--- config.mk ---
export PLATFORM = sky130hd
export DESIGN_NAME = tile_block_unswizzle_address_flat
export DESIGN_NICKNAME = d
export VERILOG_FILES = /design/src/hw/rtl/tbua_pkg.sv /design/src/hw/rtl/tbua_chan_if.sv /design/src/hw/rtl/tile_block_unswizzle_address.sv /design/src/flat_wrapper.sv
export SDC_FILE = /design/constraint.sdc
export NUM_CORES = 1
export LEC_CHECK = 0
export BUFFER_PORTS_ARGS = -buffer_cell sky130_fd_sc_hd__buf_2
export CORE_MARGIN = 4
export CORE_UTILIZATION = 60
export CTS_BUF_LIST = sky130_fd_sc_hd__clkbuf_4 sky130_fd_sc_hd__clkbuf_8 sky130_fd_sc_hd__clkbuf_16
export DETAILED_ROUTE_END_ITERATION = 6
export MAX_ROUTING_LAYER = met4
export PLACE_DENSITY = 0.82
export SETUP_SLACK_MARGIN = 0.05
export SKIP_LAST_GASP = 1
export SLEW_MARGIN = 25
export SYNTH_ARGS = -nofsm -noshare
export SYNTH_HDL_FRONTEND = slang
export SYNTH_SLANG_ARGS = --single-unit
--- constraint.sdc ---
create_clock -name i_clk -period 7.2 [get_ports i_clk]
set_clock_uncertainty 0.05 [all_clocks]
set_input_delay 1.08 -clock i_clk [delete_from_list [all_inputs] [get_ports i_clk]]
set_output_delay 1.08 -clock i_clk [all_outputs]
set_load 0.005 [all_outputs]
--- src/hw/rtl/tbua_pkg.sv ---
// Shared types and constants for the tile block unswizzle address block.
// No dependencies; used by the top level, the checker and the testbench.
`timescale 1ns / 1ps
`default_nettype none

package tbua_pkg;

    localparam int MAX_TILES_ACROSS_DEF = 64;

    localparam int COL_W   = 9;
    localparam int ROW_W   = 9;
    localparam int OFS_W   = 22;
    localparam int TILES_W = 7;

    // register stages from request to result
    localparam int PIPE_DEPTH = 6;

    localparam int APB_AW = 3;
    localparam int APB_DW = 32;

    // register indexes (paddr[2])
    localparam logic REG_TILES_ACROSS = 1'b0;
    localparam logic REG_BLOCK_KIND   = 1'b1;

    localparam logic KIND_BC1 = 1'b0;
    localparam logic KIND_BC7 = 1'b1;

    typedef struct packed {
        logic [COL_W-1:0] src_col;
        logic [ROW_W-1:0] src_row;
    } t_in_item;

    typedef struct packed {
        logic [COL_W-1:0] dest_col;
        logic [ROW_W-1:0] dest_row;
        logic [OFS_W-1:0] dest_offset;
    } t_out_item;

endpackage

`default_nettype wire

--- src/hw/rtl/tbua_chan_if.sv ---
// Valid/ready channel interface carrying one payload struct per request.
// Payload type is a parameter; the block uses tbua_pkg::t_in_item and t_out_item.
`timescale 1ns / 1ps
`default_nettype none

interface tbua_chan_if #(
    parameter type t_payload = logic
) ();

    logic     valid;
    logic     ready;
    t_payload payload;

    modport source (output valid, output payload, input ready);
    modport sink   (input valid, input payload, output ready);

endinterface

`default_nettype wire

--- src/hw/rtl/tile_block_unswizzle_address.sv ---
// Tile block unswizzle address: stored-order block (col,row) -> linear (col,row,byte offset).
// Pipeline: 6 register stages, the last of which is the output register.
// Throughput: one request per cycle while o_rsp is ready; the restoring divide by the tile
//   count is split over two stages and the offset multiply has a stage of its own.
// Reset (i_rst_n low, synchronous): all stage valid bits clear, tiles_across = 1, BC1.
// Depends on tbua_pkg and tbua_chan_if.
`timescale 1ns / 1ps
`default_nettype none

module tile_block_unswizzle_address #(
    parameter int MAX_TILES_ACROSS = tbua_pkg::MAX_TILES_ACROSS_DEF
) (
    input  logic                          i_clk,
    input  logic                          i_rst_n,
    tbua_chan_if.sink                     i_req,
    tbua_chan_if.source                   o_rsp,
    input  logic                          psel,
    input  logic                          penable,
    input  logic                          pwrite,
    input  logic [tbua_pkg::APB_AW-1:0]   paddr,
    input  logic [tbua_pkg::APB_DW-1:0]   pwdata,
    output logic [tbua_pkg::APB_DW-1:0]   prdata,
    output logic                          pready
);

    // ------------------------------------------------------------------
    // Math in short. With t the effective tile count (W = 8t):
    //   p = col>>2, k = row>>1, y = p + 2t*row[0], z = y>>2
    //   qz = z / t, rz = z % t
    //   Q1 = k + qz, R1 = 4*rz + y[1:0]          (first stage, width W/2)
    //   R2 = rz + t*Q1[0]                        (second stage, width W/4)
    //   e  = (R2>>1) + t*Q1[1]                   (third stage, width W/8)
    //   drow = {Q1>>2, e[0], y[1], col[1]}
    //   dcol = {e>>1, R2[0], y[0], col[0]}
    //   offset = bytes * (drow*8t + dcol), truncated
    // The three chained unswizzles collapse to one small divide by t.
    // ------------------------------------------------------------------

    localparam int TW   = $clog2(MAX_TILES_ACROSS + 1);          // effective t
    localparam int PMAX = (1 << tbua_pkg::COL_W) / 4 - 1;        // largest col>>2
    localparam int YW   = $clog2(PMAX + 2 * MAX_TILES_ACROSS + 1);
    localparam int ZW   = YW - 2;                                // dividend bits
    localparam int ZLO  = ZW / 2;                                // bits done in stage 3
    localparam int ZHI  = ZW - ZLO;                              // bits done in stage 2
    localparam int KW   = tbua_pkg::ROW_W - 1;
    localparam int QW   = ((KW > ZW) ? KW : ZW) + 1;
    localparam int DRW  = QW + 1;                                // full dest row
    localparam int DCW  = TW + 3;                                // full dest col
    localparam int MW   = DRW + TW;                              // drow * t
    localparam int XW   = (((MW + 3) > DCW) ? (MW + 3) : DCW) + 1;
    localparam int NS   = tbua_pkg::PIPE_DEPTH;

    // ------------------------------------------------------------------
    // Configuration registers
    // ------------------------------------------------------------------
    logic [tbua_pkg::TILES_W-1:0] r_tiles_across;   // as written, for readback
    logic [TW-1:0]                r_t;              // clamped to 1..MAX_TILES_ACROSS
    logic [TW-1:0]                n_t;
    logic                         r_kind;
    logic                         cfg_wr;
    logic                         cfg_idx;

    assign pready  = 1'b1;
    assign cfg_wr  = psel && penable && pwrite;
    assign cfg_idx = paddr[2];

    // zero means one tile; too many saturates
    always_comb begin
        if (pwdata[tbua_pkg::TILES_W-1:0] == '0) begin
            n_t = TW'(1);
        end else if (32'(pwdata[tbua_pkg::TILES_W-1:0]) > 32'(MAX_TILES_ACROSS)) begin
            n_t = TW'(MAX_TILES_ACROSS);
        end else begin
            n_t = TW'(pwdata[tbua_pkg::TILES_W-1:0]);
        end
    end

    always_ff @(posedge i_clk) begin
        if (!i_rst_n) begin
            r_tiles_across <= tbua_pkg::TILES_W'(1);
            r_t            <= TW'(1);
            r_kind         <= tbua_pkg::KIND_BC1;
        end else if (cfg_wr) begin
            unique case (cfg_idx)
                tbua_pkg::REG_TILES_ACROSS: begin
                    r_tiles_across <= pwdata[tbua_pkg::TILES_W-1:0];
                    r_t            <= n_t;
                end
                tbua_pkg::REG_BLOCK_KIND: begin
                    r_kind <= pwdata[0];
                end
            endcase
        end
    end

    always_comb begin
        unique case (cfg_idx)
            tbua_pkg::REG_TILES_ACROSS: prdata = tbua_pkg::APB_DW'(r_tiles_across);
            tbua_pkg::REG_BLOCK_KIND:   prdata = tbua_pkg::APB_DW'(r_kind);
        endcase
    end

    // ------------------------------------------------------------------
    // Pipeline flow control. Each stage takes a new request when it is
    // empty or its contents move on, so bubbles collapse under a stall.
    // ------------------------------------------------------------------
    logic [NS-1:0] r_vld;
    logic [NS:0]   rdy;
    logic [NS-1:0] vin;
    logic [NS-1:0] ld;

    always_comb begin
        rdy[NS] = o_rsp.ready;
        for (int i = NS - 1; i >= 0; i--) begin
            rdy[i] = !r_vld[i] || rdy[i+1];
        end
    end

    assign vin         = {r_vld[NS-2:0], i_req.valid};
    assign ld          = vin & rdy[NS-1:0];
    assign i_req.ready = rdy[0];

    always_ff @(posedge i_clk) begin
        if (!i_rst_n) begin
            r_vld <= '0;
        end else begin
            r_vld <= (r_vld & ~rdy[NS-1:0]) | (vin & rdy[NS-1:0]);
        end
    end

    // ------------------------------------------------------------------
    // Stage 1: fold the row parity into the dividend.
    // ------------------------------------------------------------------
    logic [YW-1:0] r_s1_y;
    logic [KW-1:0] r_s1_k;
    logic [1:0]    r_s1_c;
    logic [YW-1:0] s1_y;

    assign s1_y = YW'(i_req.payload.src_col[tbua_pkg::COL_W-1:2])
                + (i_req.payload.src_row[0] ? YW'({r_t, 1'b0}) : '0);

    always_ff @(posedge i_clk) begin
        if (ld[0]) begin
            r_s1_y <= s1_y;
            r_s1_k <= i_req.payload.src_row[tbua_pkg::ROW_W-1:1];
            r_s1_c <= i_req.payload.src_col[1:0];
        end
    end

    // ------------------------------------------------------------------
    // Stage 2: upper quotient bits of z / t, restoring, one bit per step.
    // ------------------------------------------------------------------
    logic [TW-1:0]  r_s2_rem;
    logic [ZHI-1:0] r_s2_qhi;
    logic [ZLO-1:0] r_s2_zlo;
    logic [1:0]     r_s2_ylo;
    logic [KW-1:0]  r_s2_k;
    logic [1:0]     r_s2_c;
    logic [TW-1:0]  s2_rem;
    logic [ZHI-1:0] s2_qhi;

    always_comb begin
        logic [TW:0]   trial;
        logic [TW-1:0] rem;
        logic [ZW-1:0] z;
        z      = r_s1_y[YW-1:2];
        rem    = '0;
        s2_qhi = '0;
        for (int i = ZHI - 1; i >= 0; i--) begin
            trial = {rem, z[ZLO+i]};
            if (trial >= {1'b0, r_t}) begin
                trial     = trial - {1'b0, r_t};
                s2_qhi[i] = 1'b1;
            end
            rem = trial[TW-1:0];
        end
        s2_rem = rem;
    end

    always_ff @(posedge i_clk) begin
        if (ld[1]) begin
            r_s2_rem <= s2_rem;
            r_s2_qhi <= s2_qhi;
            r_s2_zlo <= r_s1_y[ZLO+1:2];
            r_s2_ylo <= r_s1_y[1:0];
            r_s2_k   <= r_s1_k;
            r_s2_c   <= r_s1_c;
        end
    end

    // ------------------------------------------------------------------
    // Stage 3: lower quotient bits; remainder rz is final here.
    // ------------------------------------------------------------------
    logic [ZW-1:0]  r_s3_qz;
    logic [TW-1:0]  r_s3_rz;
    logic [1:0]     r_s3_ylo;
    logic [KW-1:0]  r_s3_k;
    logic [1:0]     r_s3_c;
    logic [TW-1:0]  s3_rem;
    logic [ZLO-1:0] s3_qlo;

    always_comb begin
        logic [TW:0]   trial;
        logic [TW-1:0] rem;
        rem    = r_s2_rem;
        s3_qlo = '0;
        for (int i = ZLO - 1; i >= 0; i--) begin
            trial = {rem, r_s2_zlo[i]};
            if (trial >= {1'b0, r_t}) begin
                trial     = trial - {1'b0, r_t};
                s3_qlo[i] = 1'b1;
            end
            rem = trial[TW-1:0];
        end
        s3_rem = rem;
    end

    always_ff @(posedge i_clk) begin
        if (ld[2]) begin
            r_s3_qz  <= {r_s2_qhi, s3_qlo};
            r_s3_rz  <= s3_rem;
            r_s3_ylo <= r_s2_ylo;
            r_s3_k   <= r_s2_k;
            r_s3_c   <= r_s2_c;
        end
    end

    // ------------------------------------------------------------------
    // Stage 4: second and third unswizzle; both reduce to an add of t
    // picked by a quotient bit. Result bits are then just wired together.
    // ------------------------------------------------------------------
    logic [DRW-1:0] r_s4_drow;
    logic [DCW-1:0] r_s4_dcol;
    logic [QW-1:0]  s4_q1;
    logic [TW:0]    s4_r2;
    logic [TW:0]    s4_e;

    assign s4_q1 = QW'(r_s3_k) + QW'(r_s3_qz);
    assign s4_r2 = (TW + 1)'(r_s3_rz) + (s4_q1[0] ? {1'b0, r_t} : '0);
    assign s4_e  = {1'b0, s4_r2[TW:1]} + (s4_q1[1] ? {1'b0, r_t} : '0);

    always_ff @(posedge i_clk) begin
        if (ld[3]) begin
            r_s4_drow <= {s4_q1[QW-1:2], s4_e[0], r_s3_ylo[1], r_s3_c[1]};
            r_s4_dcol <= {s4_e[TW:1], s4_r2[0], r_s3_ylo[0], r_s3_c[0]};
        end
    end

    // ------------------------------------------------------------------
    // Stage 5: drow * t (the *8 of the row width is a shift later).
    // ------------------------------------------------------------------
    logic [MW-1:0]  r_s5_mul;
    logic [DRW-1:0] r_s5_drow;
    logic [DCW-1:0] r_s5_dcol;

    always_ff @(posedge i_clk) begin
        if (ld[4]) begin
            r_s5_mul  <= MW'(r_s4_drow) * MW'(r_t);
            r_s5_drow <= r_s4_drow;
            r_s5_dcol <= r_s4_dcol;
        end
    end

    // ------------------------------------------------------------------
    // Stage 6: add the column, scale by block bytes, truncate to the
    // output fields. This is the output register.
    // ------------------------------------------------------------------
    tbua_pkg::t_out_item r_out;
    logic [XW-1:0]       s6_lin;
    logic [tbua_pkg::OFS_W-1:0] s6_ofs;

    assign s6_lin = XW'({r_s5_mul, 3'b000}) + XW'(r_s5_dcol);
    assign s6_ofs = (r_kind == tbua_pkg::KIND_BC7) ? tbua_pkg::OFS_W'({s6_lin, 4'b0000})
                                                   : tbua_pkg::OFS_W'({s6_lin, 3'b000});

    always_ff @(posedge i_clk) begin
        if (ld[5]) begin
            r_out.dest_col    <= tbua_pkg::COL_W'(r_s5_dcol);
            r_out.dest_row    <= tbua_pkg::ROW_W'(r_s5_drow);
            r_out.dest_offset <= s6_ofs;
        end
    end

    assign o_rsp.valid   = r_vld[NS-1];
    assign o_rsp.payload = r_out;

endmodule

`default_nettype wire

--- src/flat_wrapper.sv ---
// flat-port wrapper written by rule: the top's interface ports become plain ports
module tile_block_unswizzle_address_flat 
#(
    parameter int MAX_TILES_ACROSS = tbua_pkg::MAX_TILES_ACROSS_DEF
)
  (i_clk, i_rst_n, psel, penable, pwrite, paddr, pwdata, prdata, pready, i_req_valid, i_req_payload, i_req_ready, o_rsp_valid, o_rsp_payload, o_rsp_ready);
  tbua_chan_if #(.t_payload(tbua_pkg::t_in_item)) i_req_i ();
  tbua_chan_if #(.t_payload(tbua_pkg::t_out_item)) o_rsp_i ();
  input  logic i_clk;
  input  logic i_rst_n;
  input  logic psel;
  input  logic penable;
  input  logic pwrite;
  input  logic [tbua_pkg::APB_AW-1:0] paddr;
  input  logic [tbua_pkg::APB_DW-1:0] pwdata;
  output logic [tbua_pkg::APB_DW-1:0] prdata;
  output logic pready;
  input wire logic [$bits(i_req_i.valid)-1:0] i_req_valid;
  input wire logic [$bits(i_req_i.payload)-1:0] i_req_payload;
  output wire logic [$bits(i_req_i.ready)-1:0] i_req_ready;
  output wire logic [$bits(o_rsp_i.valid)-1:0] o_rsp_valid;
  output wire logic [$bits(o_rsp_i.payload)-1:0] o_rsp_payload;
  input wire logic [$bits(o_rsp_i.ready)-1:0] o_rsp_ready;
  assign i_req_i.valid = i_req_valid;
  assign i_req_i.payload = i_req_payload;
  assign i_req_ready = i_req_i.ready;
  assign o_rsp_valid = o_rsp_i.valid;
  assign o_rsp_payload = o_rsp_i.payload;
  assign o_rsp_i.ready = o_rsp_ready;
  tile_block_unswizzle_address #(.MAX_TILES_ACROSS(MAX_TILES_ACROSS)) u_core (.i_clk(i_clk), .i_rst_n(i_rst_n), .i_req(i_req_i), .o_rsp(o_rsp_i), .psel(psel), .penable(penable), .pwrite(pwrite), .paddr(paddr), .pwdata(pwdata), .prdata(prdata), .pready(pready));
endmodule
* Yosys cells after proc, flatten, opt, wreduce, memory -nomap -nowiden
Cells that the tools add are included.
** Storage, ports and cells
- Register bits after elaboration :: 184
- Bits in latches :: 0
- RAM bits :: 0
- Bits in read-only memories :: 0
- Bits of input ports :: 60
- Output and inout port bits :: 75
- Word-level logic and storage cells :: 87
- Memories :: 0
** Operators by class
- $add $sub $neg :: 11
- Multipliers :: 1
- Div/mod/pow operators :: 0
- $lt $le $gt $ge :: 7
- Eq/ne operators :: 0
- Shifts and indexed selects :: 0
- Multiplexer cells :: 19
- Bitwise operators :: 5
- Reductions and logical operators :: 17
** Operator list (number)
- 7-bit two-way mux :: 10
- 32-bit one-hot mux with 2 select lines :: 1
- 8-bit by 7-bit greater-or-equal comparator with 1-bit output :: 5
- 7-bit subtractor :: 5
- 7-bit by 8-bit adder with 8-bit output :: 3
- 22-bit two-way mux :: 1
- 19-bit by 10-bit adder with 19-bit output :: 1
- 10-bit by 7-bit multiplier with 16-bit output :: 1
- 6-bit AND :: 2
- 8-bit by 6-bit adder with 9-bit output :: 1
- 8-bit two-way mux :: 1
- 1-bit by 7-bit greater-or-equal comparator with 1-bit output :: 1
- 7-bit > comparator (second input constant) :: 1
- 7-bit zero test :: 1
- 1-bit by 7-bit subtractor with 7-bit output :: 1
- 1-bit zero test :: 6
- 1-bit logical OR :: 6
- 1-bit two-way mux :: 6
- 6-bit NOT :: 1
- 6-bit OR :: 1
- 2-bit AND reduction :: 2
- 1-bit logical AND :: 2
- 1-bit NOT :: 1

* Depth between registers and ports, before layout
- Depth in word-level cells :: 10
- Depth in mapped cells :: 26
- Depth with buffers taken out :: 25

* Worst setup path before layout
No wires, ideal clock.
- Path type :: register to register
- Start point :: reg u_core.r_t[1]
- End point :: reg u_core.r_s3_rz[2], data pin
- Setup time :: 0.260 ns
- Arrival :: 6.040 ns
- Data required time :: 6.890 ns
- Setup slack :: 0.850 ns
- Cell stages (with the launch flop) :: 23
- Buffers on the path :: 3
- Clock period less this slack :: 6.350 ns
- Cell sequence :: dfxtp_1 clkbuf_1 inv_1 fa_1 a211oi_1 o21a_1 o21bai_1 mux2_2 ha_1 nor2b_1 o31a_1 o31ai_1 o311ai_0 clkbuf_1 clkbuf_1 mux2i_1 ha_1 nor2b_1 o21ai_0 a31oi_1 a211oi_1 mux2i_1 mux2_2
** Between the ends
- Word-level cells in the longest chain between the ends :: 6
- Elaborated cells on any way between the ends :: 9
- Classes of those cells :: add/sub (3); order compare (3); mux (3)
** Ends and longest elaborated chain
- from (decl) :: RTL line tile_block_unswizzle_address.sv:57 : logic [TW-1:0] r_t;
- from (signal assigned) :: RTL line tile_block_unswizzle_address.sv:87 : r_t <= n_t;
- 7-bit subtractor or 8-bit by 7-bit greater-or-equal comparator with 1-bit output (tied branches) :: RTL line tile_block_unswizzle_address.sv:210, tile_block_unswizzle_address.sv:209
- 7-bit two-way mux :: RTL line tile_block_unswizzle_address.sv:209 : if (trial >= {1'b0, r_t}) begin
- 8-bit by 7-bit greater-or-equal comparator with 1-bit output or 7-bit subtractor (tied branches) :: RTL line tile_block_unswizzle_address.sv:209, tile_block_unswizzle_address.sv:210
- 7-bit two-way mux :: RTL line tile_block_unswizzle_address.sv:209
- 7-bit subtractor or 8-bit by 7-bit greater-or-equal comparator with 1-bit output (tied branches) :: RTL line tile_block_unswizzle_address.sv:210, tile_block_unswizzle_address.sv:209
- 7-bit two-way mux (*) :: RTL line tile_block_unswizzle_address.sv:209
- via u_core.s3_rem[2] :: RTL line tile_block_unswizzle_address.sv:199 : logic [TW-1:0] s3_rem;
- to (signal assigned) :: RTL line tile_block_unswizzle_address.sv:221 : r_s3_rz <= s3_rem;
- to (decl) :: RTL line tile_block_unswizzle_address.sv:195 : logic [TW-1:0] r_s3_rz;
The timed path passes the listed nets; every way through them passes the cells marked *.
A chain may end at the register's enable or synchronous reset.

* Worst setup path in the final report
- Start point :: reg u_core.r_s2_zlo[2]
- End point :: reg u_core.r_s3_rz[3], data pin
** Between the ends
- Word-level cells in the longest chain between the ends :: 6
- Elaborated cells on any way between the ends :: 9
- Classes of those cells :: add/sub (3); order compare (3); mux (3)
** Ends and longest elaborated chain
- from (decl) :: RTL line tile_block_unswizzle_address.sv:155 : logic [ZLO-1:0] r_s2_zlo;
- from (signal assigned) :: RTL line tile_block_unswizzle_address.sv:184 : r_s2_zlo <= r_s1_y[ZLO+1:2];
- 7-bit subtractor or 8-bit by 7-bit greater-or-equal comparator with 1-bit output (tied branches) :: RTL line tile_block_unswizzle_address.sv:210, tile_block_unswizzle_address.sv:209
- 7-bit two-way mux (*) :: RTL line tile_block_unswizzle_address.sv:209
- 7-bit subtractor or 8-bit by 7-bit greater-or-equal comparator with 1-bit output (tied branches) :: RTL line tile_block_unswizzle_address.sv:210, tile_block_unswizzle_address.sv:209
- 7-bit two-way mux (*) :: RTL line tile_block_unswizzle_address.sv:209
- 7-bit subtractor or 8-bit by 7-bit greater-or-equal comparator with 1-bit output (tied branches) :: RTL line tile_block_unswizzle_address.sv:210, tile_block_unswizzle_address.sv:209
- 7-bit two-way mux (*) :: RTL line tile_block_unswizzle_address.sv:209
- via u_core.s3_rem[3] :: RTL line tile_block_unswizzle_address.sv:199
Marked as above.

==> impl_results.md <==
- CTS buffer count: 17
- Skew-Pair Late Insertion Delay: 0.43 ns
- Post-Synth Adder-Cell Area: 0.1901
- CP max FO: 14
- Commonest cells post-synth: edfxtp_1 (160), ha_1 (103), inv_1 (93)
- RSZ-0062 raised after global routing: no
- CP required: approximately 7.3 ns
- P_leak: 5.506 nW
- Post-CTS setup buffers: 0
- N_diodes: 0
- Area growth syn-to-layout: 10.77%
- Final period utilization: 0.9217
- Setup TNS: 0 ns
- Main flop type after synthesis: edfxtp_1
- Worst Tran Pin Value: ~1.0 ns
- Peak supply drop: roughly 200 uV
- Die extent in y: roughly 150 um
- Drt drc: 0
- Initial antenna violation count: 0
- DIE WIDTH: between 100 and 150 um
- Synth Area in Compound Gates: 0.1050
- CTS Hold Bufs: 0
- Critical path startpoint category: register
- Synthesized cell area: around 12000 um2
- Die ar.: 22030 um2
- GRT overflow: 0
- Main combinational cell family by area after synthesis: adder cells
- PostCTS Resize Cnt: 0
- Most numerous cell in the Yosys netlist: edfxtp_1
- Slew Limit Fails: 0
- Via count: between 7000 and 8000
- Total power: roughly 3.3 mW
- Gr usage total: 0.2174
- Synthesis Warnings: 0
- Post-synth EDFFs: 160
- Largest net degree at the start of global routing: 38
- CTS root buf: clkbuf_16
- Post-synthesis cell type count: between 60 and 70
- IO Port Bufs: around 80
- Fraction of layout cells with a size suffix above 1: 0.1375
- Final setup viols: 0
- Register area: between 5000 and 6000 um2
- Vias in the first global route: approximately 7800
- Clk sink count: between 150 and 200
- Final min period: between 6 and 7 ns
- Simple-Gate Fraction of Synth Area: 0.1289
- CTS clk-pin slew, worst paths: around 0.070 ns
- Filler Cell Count: approximately 1400
- Final Net Count: approximately 1400
- Placer Congestion: 0.9263
- TritonCTS clock tree: built
- Register-to-Register Path Depth: 23
- Row Count: 51
- IO Count: between 100 and 150
- Hpwl dp: roughly 17000 um
- Synth Instances: ~1100
- Max_slew headroom: 0.3139
- Met3 usage: 0.03352
- DR WL/cell: 15.93 um
- XOR/XNOR share of the synthesized area: 0.04220
- Status: finished clean
- Post-synth top area share: 0.4061
- Tightest Hold Check Type: register to register
- Core Area: 19400 um2
- Kind of critical path: register to register
- H-tree level count: 4
- Max Buffers Root-to-Sink: 2
- Initial core utilization: 0.6099
- Max_cap viols: 0
- DR iter-0 viols: around 370
- Asr flop ratio synth: 0
- Cell taking the most area after synthesis: edfxtp_1
- Proportion of synthesized area in mux cells: 0.03511
- Seq/Total Area, Yosys: 0.4416
- CP endpoint kind: register
- Area of the multi-input gates: just over 6000 um2
- Met1 Track Usage GR: 0.2552
- DRT Pass-1 Iters: 5
- GR peak layer: met2
- GR Util met2: 0.3719
- First-pass GRT wire length: roughly 37000 um
- Fmax: about 150 MHz
- Final hold vios: 0
- Worst Path Arrival: about 6.7 ns
- Flops & latches, synth: ~180
- Antenna Nets Post-Route: 0
- Syn_area_per_cell: between 10 and 15 um2
- Synth area leaders: edfxtp_1 (41%), ha_1 (11%), fa_1 (8.1%), dfxtp_1 (3.6%), xnor2_1 (3.0%)
- Overall routed net length: between 20000 and 25000 um
- PwrDens: ~250 nW/um2
- WHS Path Cells: 0
- Avg Vias per Cell: between 5 and 6
## cell families after synthesis
logic type	count (synthesis)
simple gates	294
compound gates	191
flops	181
fa+ha+maj	151
buf+inv	146
xor+xnor	57
mux	37
other cells	2
## power by group
group / switching [mW] / internal (mW) / total (mW)
clock network: 0.444 / 0.506 / 0.950
registers: 0.0207 / 1.23 / 1.25
logic: 0.588 / 0.499 / 1.09
total: 1.05 / 2.23 / 3.29
## flip-flops by register name, summed over array words and instances (netlist names), 6 cells and up, named ones only
name	count
u_core.r_s2_k	8
u_core.r_s4_drow	10
u_core.r_s2_rem	7
u_core.r_s5_mul	16
u_core.r_t	7
u_core.r_s1_k	8
u_core.o_rsp.payload	37
u_core.r_tiles_across	7
u_core.r_s3_k	8
u_core.r_s3_qz	6
u_core.r_s4_dcol	10
u_core.r_s3_rz	7
u_core.r_s1_y	8
u_core.r_s5_drow	9
u_core.r_s5_dcol	10
## routing by layer
layer	wire, um	share of wire	vias up
met5	0	0	-
met4	826	0.036	0
met3	1108	0.049	52
met2	11420	0.50	251
met1	9282	0.41	3734
li1	-	-	3843
## metrics by stage
stage	std cells	setup slack, ns	hold WS (ns)	util	instance area (um2)
global placement	1389	0.8774	0.3515	0.6427	12470
floorplan	1086	0.8497	0.3503	-	11930
finish	1421	0.5635	0.3666	0.6756	13110
global route	1421	0.1777	0.3744	0.6756	13110
CTS	1421	0.6481	0.3678	0.6747	13090
detailed placement	1389	0.7440	0.3545	0.6430	12470
## cells in the final DEF (no fill, tap or decap), types with 6 or more instances in the layout
cell type / n
a211oi_1: 8
a21boi_0: 18
a21o_1: 19
a21oi_1: 53
and2_1: 56
and3_1: 9
buf_2: 78
buf_4: 13
clkbuf_16: 17
conb_1: 29
dfxtp_1: 21
edfxtp_1: 160
fa_1: 48
ha_1: 103
inv_1: 93
mux2_2: 16
mux2i_1: 16
nand2_1: 90
nand3_1: 18
nand3b_1: 6
nor2_1: 41
nor2b_1: 32
nor3_1: 11
o21a_1: 16
o21ai_0: 34
o21bai_1: 11
xnor2_1: 41
xor2_1: 16
## final timing paths
check | endpoint | startpoint | slack, ns
worst min-delay path | u_core.r_s5_dcol[6] | u_core.r_s4_dcol[6] | 0.37
worst min register to register | u_core.r_s5_dcol[6] | u_core.r_s4_dcol[6] | 0.37
worst max-delay path | u_core.r_s3_rz[3] | u_core.r_s2_zlo[2] | 0.56
worst max register to register | u_core.r_s3_rz[3] | u_core.r_s2_zlo[2] | 0.56
## critical path, stage by stage, from the launching register on
cell      delay [ns]
edfxtp_1        0.38
inv_1           0.07
ha_1            0.22
inv_1           0.07
fa_1            0.43
a211oi_1        0.35
o21a_1          0.22
o21bai_1        0.26
o21ai_0         0.60
fa_1            0.35
nor2b_1         0.08
o31a_1          0.27
o31ai_1         0.34
o311ai_2        0.42
mux2_2          0.40
ha_1            0.36
and3_1          0.23
a41oi_1         0.23
a31oi_1         0.16
a211oi_1        0.26
buf_4           0.21
nor2b_1         0.06
a211oi_1        0.25
a21oi_1         0.07
## final cells by class
| class | count | share of cell area |
|---|---|---|
| Clock buffer | 18 | 0.03303 |
| Clock inverter | 14 | 0.01394 |
| Inverter | 93 | 0.02664 |
| Multi-Input combinational cell | 759 | 0.4652 |
| Sequential cell | 181 | 0.3987 |
| Tap cell | 265 | 0.02530 |
| Timing Repair Buffer | 91 | 0.03723 |
No activity file was read; power rests on OpenSTA's default activity.
